===== config.mk =====
export PLATFORM = sky130hd
export DESIGN_NAME = combined_lcg_shuffle_rng
export DESIGN_NICKNAME = d
export VERILOG_FILES = /design/src/rtl/clsr_pkg.sv /design/src/rtl/clsr_mulmod.sv /design/src/rtl/clsr_idxdiv.sv /design/src/rtl/clsr_table.sv /design/src/rtl/combined_lcg_shuffle_rng.sv
export VERILOG_INCLUDE_DIRS = /design/src /design/src/rtl
export SDC_FILE = /design/constraint.sdc
export NUM_CORES = 2
export LEC_CHECK = 0
export BUFFER_PORTS_ARGS = -buffer_cell sky130_fd_sc_hd__clkbuf_2
export CORE_MARGIN = 5
export CORE_UTILIZATION = 50
export DETAILED_ROUTE_END_ITERATION = 8
export PLACE_DENSITY = 0.75
export SLEW_MARGIN = 10
export SYNTH_ARGS = -nofsm -noshare
export SYNTH_HDL_FRONTEND = slang
export SYNTH_SLANG_ARGS = --single-unit

===== constraint.sdc =====
create_clock -name clk -period 9.7 [get_ports clk]
set_clock_uncertainty 0.2 [all_clocks]
set_input_delay 0 -clock clk [delete_from_list [all_inputs] [get_ports clk]]
set_output_delay 0 -clock clk [all_outputs]
set_load 0.05 [all_outputs]

===== src/rtl/combined_lcg_shuffle_rng_defines.svh =====
// ----------------------------------------------------------------------------
// combined_lcg_shuffle_rng_defines
// assertion macros used by the generator top level; clock is clk, reset is rst
// ----------------------------------------------------------------------------
`ifndef COMBINED_LCG_SHUFFLE_RNG_DEFINES_SVH
`define COMBINED_LCG_SHUFFLE_RNG_DEFINES_SVH

// same-cycle implication
`define CLSR_ASSERT_IMPLY(name, cond, prop, msg) \
  name: assert property (@(posedge clk) disable iff (rst) (cond) |-> (prop)) \
    else $error(msg);

// next-cycle implication
`define CLSR_ASSERT_NEXT(name, cond, prop, msg) \
  name: assert property (@(posedge clk) disable iff (rst) (cond) |=> (prop)) \
    else $error(msg);

`endif


===== src/rtl/clsr_pkg.sv =====
// ----------------------------------------------------------------------------
// clsr_pkg
// types and fixed constants of the combined lcg / shuffle table generator
// ----------------------------------------------------------------------------
package clsr_pkg;

  localparam logic [31:0] MOD1     = 32'd2147483563;
  localparam logic [31:0] MOD2     = 32'd2147483399;
  localparam logic [31:0] MOD1M1   = 32'd2147483562;
  localparam logic [31:0] FRAC_CAP = 32'd4294966780;

  localparam logic [15:0] MUL1     = 16'd40014;
  localparam logic [15:0] MUL2     = 16'd40692;
  // 2^32 / MOD1 = 2 + 170 / MOD1
  localparam logic [15:0] FRAC_MUL = 16'd170;

  // 2^31 minus each modulus
  localparam logic [7:0]  FOLD1    = 8'd85;
  localparam logic [7:0]  FOLD2    = 8'd249;

  localparam logic [30:0] GEN1_INIT = 31'd1;
  localparam logic [30:0] GEN2_INIT = 31'd123456789;

  typedef struct packed {
    logic        kind;
    logic [30:0] seed;
  } in_t;

  typedef struct packed {
    logic [30:0] draw;
    logic [31:0] fraction;
  } out_t;

  typedef struct packed {
    logic        load;
    logic        sel_mod2;
    logic [30:0] operand;
    logic [15:0] mult;
  } mm_req_t;

  typedef struct packed {
    logic [30:0] rem;
    logic [15:0] hi;
    logic        wrap;
  } mm_rsp_t;

  typedef enum logic [3:0] {
    S_IDLE,
    S_WARM_MUL,
    S_WARM_FOLD,
    S_GEN1_MUL,
    S_GEN1_FOLD,
    S_GEN2_FOLD,
    S_DIV_WAIT,
    S_READ,
    S_UPDATE,
    S_FRAC_MUL,
    S_FRAC_FOLD
  } state_t;

endpackage


===== src/rtl/clsr_mulmod.sv =====
// ----------------------------------------------------------------------------
// clsr_mulmod
// shared multiply unit: registered 31x16 product, then fold modulo 2^31 - c
// ----------------------------------------------------------------------------
module clsr_mulmod (
  input  logic               clk,
  input  clsr_pkg::mm_req_t  req,
  output clsr_pkg::mm_rsp_t  rsp
);

  logic [46:0] prod;
  logic        sel_q;
  logic [15:0] hi;
  logic [30:0] lo;
  logic [7:0]  fold_c;
  logic [31:0] modulus;
  logic [23:0] hic;
  logic [31:0] t;
  logic [31:0] diff;

  always_ff @(posedge clk) begin
    if (req.load) begin
      prod  <= 47'(req.operand) * 47'(req.mult);
      sel_q <= req.sel_mod2;
    end
  end

  // p = hi*2^31 + lo = hi*m + (hi*c + lo), and hi*c + lo < 2m
  always_comb begin
    hi      = prod[46:31];
    lo      = prod[30:0];
    fold_c  = sel_q ? clsr_pkg::FOLD2 : clsr_pkg::FOLD1;
    modulus = sel_q ? clsr_pkg::MOD2 : clsr_pkg::MOD1;
    hic     = {8'b0, hi} * {16'b0, fold_c};
    t       = {8'b0, hic} + {1'b0, lo};
    diff    = t - modulus;
    rsp.wrap = (t >= modulus);
    rsp.hi   = hi;
    rsp.rem  = rsp.wrap ? diff[30:0] : t[30:0];
  end

endmodule


===== src/rtl/clsr_idxdiv.sv =====
// ----------------------------------------------------------------------------
// clsr_idxdiv
// table index: last output divided by the bucket size, reciprocal estimate
// registered on start, then a single compare and correct in the next
// ----------------------------------------------------------------------------
module clsr_idxdiv #(
  parameter int TABLE_DEPTH = 32
) (
  input  logic                           clk,
  input  logic                           rst,
  input  logic                           start,
  input  logic [30:0]                    dividend,
  output logic                           done,
  output logic [$clog2(TABLE_DEPTH)-1:0] idx
);

  localparam int IW = $clog2(TABLE_DEPTH);
  localparam int QW = IW + 1;
  localparam int PW = 31 + QW;
  localparam logic [30:0] BUCKET =
    31'(64'd1 + 64'(clsr_pkg::MOD1M1) / 64'(TABLE_DEPTH));
  // floor(2^31 / BUCKET): the estimate is the quotient or one below it
  localparam logic [QW-1:0] RECIP = QW'(64'h8000_0000 / 64'(BUCKET));

  logic [30:0]   num;
  logic [QW-1:0] q_est;
  logic [QW-1:0] quo;
  logic          busy;
  logic [PW-1:0] est_prod;
  logic [PW-1:0] back_prod;
  logic [PW-1:0] part_rem;
  logic          ge;

  assign est_prod  = PW'(dividend) * PW'(RECIP);
  assign back_prod = PW'(q_est) * PW'(BUCKET);
  // remainder of the estimate is below two buckets
  assign part_rem  = PW'(num) - back_prod;
  assign ge        = (part_rem >= PW'(BUCKET));
  assign done      = !busy;
  // clamp kept as a safeguard
  assign idx  = (quo >= QW'(TABLE_DEPTH)) ? IW'(TABLE_DEPTH - 1) : quo[IW-1:0];

  always_ff @(posedge clk) begin
    if (rst) begin
      busy <= 1'b0;
    end else begin
      busy <= start;
    end
  end

  always_ff @(posedge clk) begin
    if (start) begin
      num   <= dividend;
      q_est <= est_prod[PW-1:31];
    end else if (busy) begin
      quo <= q_est + QW'(ge);
    end
  end

endmodule


===== src/rtl/clsr_table.sv =====
// ----------------------------------------------------------------------------
// clsr_table
// shuffle table memory, one write and one registered read port, valid bits
// ----------------------------------------------------------------------------
module clsr_table #(
  parameter int TABLE_DEPTH = 32
) (
  input  logic                           clk,
  input  logic                           rst,
  input  logic                           wr_en,
  input  logic [$clog2(TABLE_DEPTH)-1:0] wr_addr,
  input  logic [30:0]                    wr_data,
  input  logic                           rd_en,
  input  logic [$clog2(TABLE_DEPTH)-1:0] rd_addr,
  output logic [30:0]                    rd_data
);

  logic [30:0]            mem [TABLE_DEPTH];
  logic [TABLE_DEPTH-1:0] vld;
  logic [30:0]            rd_q;
  logic                   rd_vld;

  always_ff @(posedge clk) begin
    if (wr_en) begin
      mem[wr_addr] <= wr_data;
    end
    if (rd_en) begin
      rd_q <= mem[rd_addr];
    end
  end

  always_ff @(posedge clk) begin
    if (rst) begin
      vld    <= '0;
      rd_vld <= 1'b0;
    end else begin
      if (wr_en) begin
        vld[wr_addr] <= 1'b1;
      end
      if (rd_en) begin
        rd_vld <= vld[rd_addr];
      end
    end
  end

  // never-written entries read as zero
  assign rd_data = rd_vld ? rd_q : '0;

endmodule


===== src/rtl/combined_lcg_shuffle_rng.sv =====
// Draw: output valid after accept, independent of TABLE_DEPTH;
// next transaction taken after the result is loaded, later while output stalls.
// Reseed adds a warm-up whose length grows with TABLE_DEPTH.
// Rate is set by the state sequence that shares the multiply/fold unit.
// Reset (rst, synchronous) restores generator state and marks the table all zero.
// ----------------------------------------------------------------------------
// combined_lcg_shuffle_rng
// combined two-lcg generator with a shuffle table, one result per transaction
// ----------------------------------------------------------------------------
`include "combined_lcg_shuffle_rng_defines.svh"

module combined_lcg_shuffle_rng #(
  parameter int TABLE_DEPTH = 32
) (
  input  logic            clk,
  input  logic            rst,
  input  logic            in_valid,
  output logic            in_stall,
  input  clsr_pkg::in_t   in_item,
  output logic            out_valid,
  input  logic            out_stall,
  output clsr_pkg::out_t  out_item
);

  localparam int IW = $clog2(TABLE_DEPTH);
  localparam int JW = $clog2(TABLE_DEPTH + 8);

  clsr_pkg::state_t  state, state_next;
  clsr_pkg::mm_req_t mm_req;
  clsr_pkg::mm_rsp_t mm_rsp;

  logic [30:0]   first_gen;
  logic [30:0]   second_gen;
  logic [30:0]   last_out;
  logic [JW-1:0] warm_cnt;

  logic          accept;
  logic          out_free;
  logic [30:0]   seed_eff;

  logic          div_start;
  logic          div_done;
  logic [IW-1:0] div_idx;

  logic          tbl_wr_en;
  logic [IW-1:0] tbl_wr_addr;
  logic [30:0]   tbl_wr_data;
  logic          tbl_rd_en;
  logic [30:0]   tbl_rd_data;

  logic          gen1_upd;
  logic          gen2_upd;
  logic          warm_dec;
  logic          warm_last;
  logic          last_upd;
  logic          out_load;

  logic [31:0]   diff;
  logic [31:0]   y_fix;
  logic [32:0]   frac_sum;
  logic [31:0]   frac_val;

  assign accept   = in_valid && !in_stall;
  assign in_stall = (state != clsr_pkg::S_IDLE);
  assign out_free = !out_valid || !out_stall;
  assign seed_eff = (in_item.seed == '0) ? 31'd1 : in_item.seed;

  clsr_mulmod u_mulmod (
    .clk (clk),
    .req (mm_req),
    .rsp (mm_rsp)
  );

  clsr_idxdiv #(
    .TABLE_DEPTH (TABLE_DEPTH)
  ) u_idxdiv (
    .clk      (clk),
    .rst      (rst),
    .start    (div_start),
    .dividend (last_out),
    .done     (div_done),
    .idx      (div_idx)
  );

  clsr_table #(
    .TABLE_DEPTH (TABLE_DEPTH)
  ) u_table (
    .clk     (clk),
    .rst     (rst),
    .wr_en   (tbl_wr_en),
    .wr_addr (tbl_wr_addr),
    .wr_data (tbl_wr_data),
    .rd_en   (tbl_rd_en),
    .rd_addr (div_idx),
    .rd_data (tbl_rd_data)
  );

  always_comb begin
    state_next = state;
    unique case (state)
      clsr_pkg::S_IDLE: begin
        if (accept) begin
          state_next = in_item.kind ? clsr_pkg::S_WARM_MUL : clsr_pkg::S_GEN1_MUL;
        end
      end
      clsr_pkg::S_WARM_MUL:  state_next = clsr_pkg::S_WARM_FOLD;
      clsr_pkg::S_WARM_FOLD: begin
        state_next = (warm_cnt == '0) ? clsr_pkg::S_GEN1_MUL : clsr_pkg::S_WARM_MUL;
      end
      clsr_pkg::S_GEN1_MUL:  state_next = clsr_pkg::S_GEN1_FOLD;
      clsr_pkg::S_GEN1_FOLD: state_next = clsr_pkg::S_GEN2_FOLD;
      clsr_pkg::S_GEN2_FOLD: state_next = clsr_pkg::S_DIV_WAIT;
      clsr_pkg::S_DIV_WAIT: begin
        if (div_done) begin
          state_next = clsr_pkg::S_READ;
        end
      end
      clsr_pkg::S_READ:      state_next = clsr_pkg::S_UPDATE;
      clsr_pkg::S_UPDATE:    state_next = clsr_pkg::S_FRAC_MUL;
      clsr_pkg::S_FRAC_MUL:  state_next = clsr_pkg::S_FRAC_FOLD;
      clsr_pkg::S_FRAC_FOLD: begin
        if (out_free) begin
          state_next = clsr_pkg::S_IDLE;
        end
      end
      default:               state_next = clsr_pkg::S_IDLE;
    endcase
  end

  always_comb begin
    mm_req      = '0;
    div_start   = 1'b0;
    tbl_wr_en   = 1'b0;
    tbl_wr_addr = div_idx;
    tbl_wr_data = first_gen;
    tbl_rd_en   = 1'b0;
    gen1_upd    = 1'b0;
    gen2_upd    = 1'b0;
    warm_dec    = 1'b0;
    warm_last   = 1'b0;
    last_upd    = 1'b0;
    out_load    = 1'b0;
    unique case (state)
      clsr_pkg::S_IDLE: begin
      end
      clsr_pkg::S_WARM_MUL: begin
        mm_req.load    = 1'b1;
        mm_req.operand = first_gen;
        mm_req.mult    = clsr_pkg::MUL1;
      end
      clsr_pkg::S_WARM_FOLD: begin
        gen1_upd  = 1'b1;
        warm_dec  = (warm_cnt != '0);
        warm_last = (warm_cnt == '0);
        // only the last TABLE_DEPTH warm-up values land in the table
        if (warm_cnt < JW'(TABLE_DEPTH)) begin
          tbl_wr_en   = 1'b1;
          tbl_wr_addr = warm_cnt[IW-1:0];
          tbl_wr_data = mm_rsp.rem;
        end
      end
      clsr_pkg::S_GEN1_MUL: begin
        mm_req.load    = 1'b1;
        mm_req.operand = first_gen;
        mm_req.mult    = clsr_pkg::MUL1;
        div_start      = 1'b1;
      end
      clsr_pkg::S_GEN1_FOLD: begin
        gen1_upd        = 1'b1;
        mm_req.load     = 1'b1;
        mm_req.sel_mod2 = 1'b1;
        mm_req.operand  = second_gen;
        mm_req.mult     = clsr_pkg::MUL2;
      end
      clsr_pkg::S_GEN2_FOLD: begin
        gen2_upd = 1'b1;
      end
      clsr_pkg::S_DIV_WAIT: begin
      end
      clsr_pkg::S_READ: begin
        tbl_rd_en = 1'b1;
      end
      clsr_pkg::S_UPDATE: begin
        tbl_wr_en = 1'b1;
        last_upd  = 1'b1;
      end
      clsr_pkg::S_FRAC_MUL: begin
        mm_req.load    = 1'b1;
        mm_req.operand = last_out;
        mm_req.mult    = clsr_pkg::FRAC_MUL;
      end
      clsr_pkg::S_FRAC_FOLD: begin
        out_load = out_free;
      end
      default: begin
      end
    endcase
  end

  // table entry minus second generator, wrapped into 1..MOD1-1
  always_comb begin
    diff  = {1'b0, tbl_rd_data} - {1'b0, second_gen};
    y_fix = (diff[31] || (diff == '0)) ? (diff + clsr_pkg::MOD1M1) : diff;
  end

  // floor(L*2^32/MOD1) = 2L + floor(170L/MOD1)
  always_comb begin
    frac_sum = {1'b0, last_out, 1'b0} + 33'(mm_rsp.hi) + 33'(mm_rsp.wrap);
    frac_val = (frac_sum > {1'b0, clsr_pkg::FRAC_CAP}) ? clsr_pkg::FRAC_CAP
                                                        : frac_sum[31:0];
  end

  always_ff @(posedge clk) begin
    if (rst) begin
      state      <= clsr_pkg::S_IDLE;
      first_gen  <= clsr_pkg::GEN1_INIT;
      second_gen <= clsr_pkg::GEN2_INIT;
      last_out   <= '0;
      warm_cnt   <= '0;
      out_valid  <= 1'b0;
    end else begin
      state <= state_next;
      if (accept && in_item.kind) begin
        first_gen  <= seed_eff;
        second_gen <= seed_eff;
        warm_cnt   <= JW'(TABLE_DEPTH + 7);
      end else begin
        if (gen1_upd) begin
          first_gen <= mm_rsp.rem;
        end
        if (gen2_upd) begin
          second_gen <= mm_rsp.rem;
        end
        if (warm_dec) begin
          warm_cnt <= warm_cnt - 1'b1;
        end
      end
      if (last_upd) begin
        last_out <= y_fix[30:0];
      end else if (warm_last) begin
        last_out <= mm_rsp.rem;
      end
      if (out_load) begin
        out_valid <= 1'b1;
      end else if (!out_stall) begin
        out_valid <= 1'b0;
      end
    end
  end

  always_ff @(posedge clk) begin
    if (out_load) begin
      out_item.draw     <= last_out;
      out_item.fraction <= frac_val;
    end
  end

  `CLSR_ASSERT_IMPLY(a_draw_range, out_valid, (out_item.draw != '0) && (32'(out_item.draw) < clsr_pkg::MOD1), "draw outside 1..MOD1-1")
  `CLSR_ASSERT_IMPLY(a_frac_cap, out_valid, out_item.fraction <= clsr_pkg::FRAC_CAP, "fraction above cap")
  `CLSR_ASSERT_IMPLY(a_gen1_reduced, state == clsr_pkg::S_GEN1_MUL, 32'(first_gen) < clsr_pkg::MOD1, "first generator not reduced")
  `CLSR_ASSERT_NEXT(a_busy_after_accept, in_valid && !in_stall, in_stall, "intake open right after a transaction")

endmodule


==> summary.md <==
| Metric | Value |
|---|---|
| Sequential area share after synthesis | `about half` |
| CTS Buffer Depth | `3` |
| Post-synth cell types | `85` |
| Ports | `~100` |
| Critical path type | `register to register` |
| Post-placement cell count | `around 8,000` |
| FILL cells | `~12,000` |
| Metal2 WL | `102,000 microns` |
| CTS Root Buffer Type | `clkbuf_16` |
| Largest net degree at the start of global routing | `130` |
| Met1 Wirelength | `between 80,000 and 90,000 microns` |
| DP HPWL | `approximately 150,000 microns` |
| CP startpoint kind | `register` |
| Length of routed met3 wiring | `roughly 22,000 microns` |
| Cell taking the most area after synthesis | `edfxtp_1` |
| Area of the multi-input gates | `between 0.03 and 0.04 sq mm` |
| Net Count, Synth | `6,693` |
| Fin cells | `between 8,000 and 9,000` |
| Synth Flop Type | `edfxtp_1` |
| CTS buffer count | `roughly 140` |
| Drt pass-1 iters | `6` |
| Slew Limit Fails | `0` |
| Unrepaired setup endpoints after global routing | `no` |
| CTS tree | `built` |
| Count leader, synth | `edfxtp_1` |
| Post-Syn Area per Cell | `roughly 13 sq um` |
| Async SR Flop Fraction | `0%` |
| Starting Density | `between 50% and 60%` |
| Top post-synthesis cells by area | `edfxtp_1, fa_1, ha_1` |
| Worst Tran Pin Value | `~1.3 ns` |
| Initial antenna violation count | `7` |
| Worst-path clk slew | `around 0.070 ns` |
| Register bit total from synthesis | `1,307` |
| Cell mode on critical path | `fa_1` |
| CP max FO | `23` |
| Post-Route WL | `around 220,000 microns` |
| H-tree depth | `4` |
| CP required | `10.01 ns` |
| Total track usage | `between 20 and 30%` |
| Final period utilization | `a little over nine tenths` |
| Gp weighted congestion | `roughly 1.0` |
| Number of flops mapped to enable cells by yosys | `approximately 1,200` |
| Vias | `50,000` |
| Vias in the first global route | `slightly above 50,000` |
| Grt ovf | `0` |
| Core Util, Final | `between 50% and 60%` |
| Crit-path slowest cell | `fa_1` |
| Seq. cell area | `0.0379 sq mm` |
| Max stage delay on crit path | `~0.56 ns` |
| WP buf/inv | `4` |
| Final Hold Viols | `0` |
| Critical Path AT | `around 9.7 ns` |
| Port-buffer cells | `100` |
| Family with the most delay on the worst path | `compound AO/OA/AOI/OAI gates` |
| Avg WL per Cell | `about 27 microns` |
| First-pass GRT wire length | `~320,000 microns` |
| Core Footprint | `about 0.15 sq mm` |
| Clock sink count | `1,307` |
| Post-synth top area share | `a little under half` |
| ANT nets after route | `0` |
| DIE AREA | `about 0.16 sq mm` |
| 1st-iter DRT viols | `between 5,000 and 6,000` |
| Synth Instances | `roughly 6,000` |
| Fmax | `roughly 0.11 GHz` |
| Final setup violation count | `0` |
| Slew HR | `about a tenth` |
| Hold Path Class | `input port to register` |
| Status | `finished, final reports clean` |
| Die H | `395 microns` |
| Net total in the final layout | `approximately 6,900` |
| # DRC | `0` |
| # rows | `between 100 and 150` |
| Crit end category | `register` |
| Clock period minus worst slack | `just over 9 ns` |
| Final setup TNS | `0 ns` |
| Mapped Area | `about 0.074 sq mm` |
| Layout cell share with drive strength beyond 1 | `15.9%` |
| Yosys warns | `0` |
| # Max-Cap Violations | `0` |
| Post-synth top cells | `edfxtp_1, inv_1, nand2_1` |
| Die width | `~400 microns` |
| Clock latency on the worst-skew pair | `roughly 0.79 ns` |
| Area delta synth->final | `11.9%` |
| Vias/cell | `slightly above 6` |
| Top routing layer used | `met5` |
-- layout by cell type, fill, tap and decap left out, types with 55 or more instances in the layout --
cell / synthesis / routed
a211oi_1: 56 / 55
a21o_1: 100 / 100
a21oi_1: 214 / 210
a221oi_1: 135 / 135
and2_1: 65 / 65
buf_4: 1 / 186
clkbuf_16: 0 / 136
clkbuf_2: 0 / 100
dfxtp_1: 138 / 138
edfxtp_1: 1169 / 1169
fa_1: 387 / 387
ha_1: 358 / 352
inv_1: 687 / 687
mux2_2: 251 / 251
mux4_2: 132 / 132
nand2_1: 512 / 506
nand3_1: 158 / 158
nor2_1: 297 / 259
nor3_1: 72 / 71
o21ai_0: 205 / 195
xnor2_1: 117 / 117
xor2_1: 69 / 69
-- metal layers --
metal  GRT usage (%)  vias up
met5               0        -
met4            11.7        6
met3            6.08      600
met2            45.1     2681
met1            35.7    25000
li1                -    21700
-- sequential cells by signal, indices dropped and copies added (netlist names) --
register	flops
out_item	63
warm_cnt	6
u_idxdiv.num	30
out_valid	1
u_table.rd_vld	1
u_table.vld	32
u_table.rd_q	31
state	4
u_idxdiv.quo	6
last_out	31
second_gen	31
u_table.mem	992
u_mulmod.prod	46
u_idxdiv.busy	1
u_mulmod.sel_q	1
first_gen	31
-- worst min-delay path, cell delays in order --
cell,delay (ns)
dlygate4sd3_1,0.54
clkbuf_2,0.22
a22oi_1,0.13
a21oi_1,0.12
-- cell families after synthesis --
family	Yosys count	share of synthesized area, %
xor+xnor	186	2.20
simple gates	1324	8.23
fa+ha+maj	745	16.5
mux	397	8.01
compound gates	1005	9.21
buf+inv	947	4.82
other cells	1	0.00506
flops	1307	51.1
-- path summary, 6_finish.rpt --
path	start	to	slack, ns	cells after the start
hold reg to reg	second_gen[3]$_SDFFE_PP0P_	second_gen[3]$_SDFFE_PP0P_	0.26	2
setup reg to reg	u_mulmod.sel_q$_DFFE_PP_	out_item[0]$_SDFFCE_PN0P_	0.36	32
hold / removal	in_item[10]	second_gen[10]$_SDFFE_PP1P_	0.07	4
setup / recovery	u_mulmod.sel_q$_DFFE_PP_	out_item[0]$_SDFFCE_PN0P_	0.36	32
-- area by class of cell --
cell class	instances	area share [%]
Clock buffer	172	4.29
Antenna cell	4	0.0121
Timing Repair Buffer	342	3.02
Multi-Input combinational cell	3658	40.0
Sequential cell	1307	45.6
Tap cell	1930	2.91
Inverter	687	3.11
Clock inverter	71	0.995
-- per-stage QoR --
step                hold WS (ns)  setup WS (ns)  cell area, sq um
floorplan                -0.0775          0.139             74200
global placement           0.216          0.256             77900
detailed placement         0.227          0.148             77900
CTS                     0.000806         0.0753             82800
global route              0.0645        0.00285             83000
finish                    0.0675          0.362             83000
-- timing repair --
action	in CTS	in global routing
hold buffers	53	0
buffers inserted	0	1
endpoints found under the setup margin	0	11
endpoints found under the hold margin	157	0
gates resized for setup	0	28
Power is not shown: default switching activity piles up to over one toggle a cycle in this logic, so the estimate is an artifact.
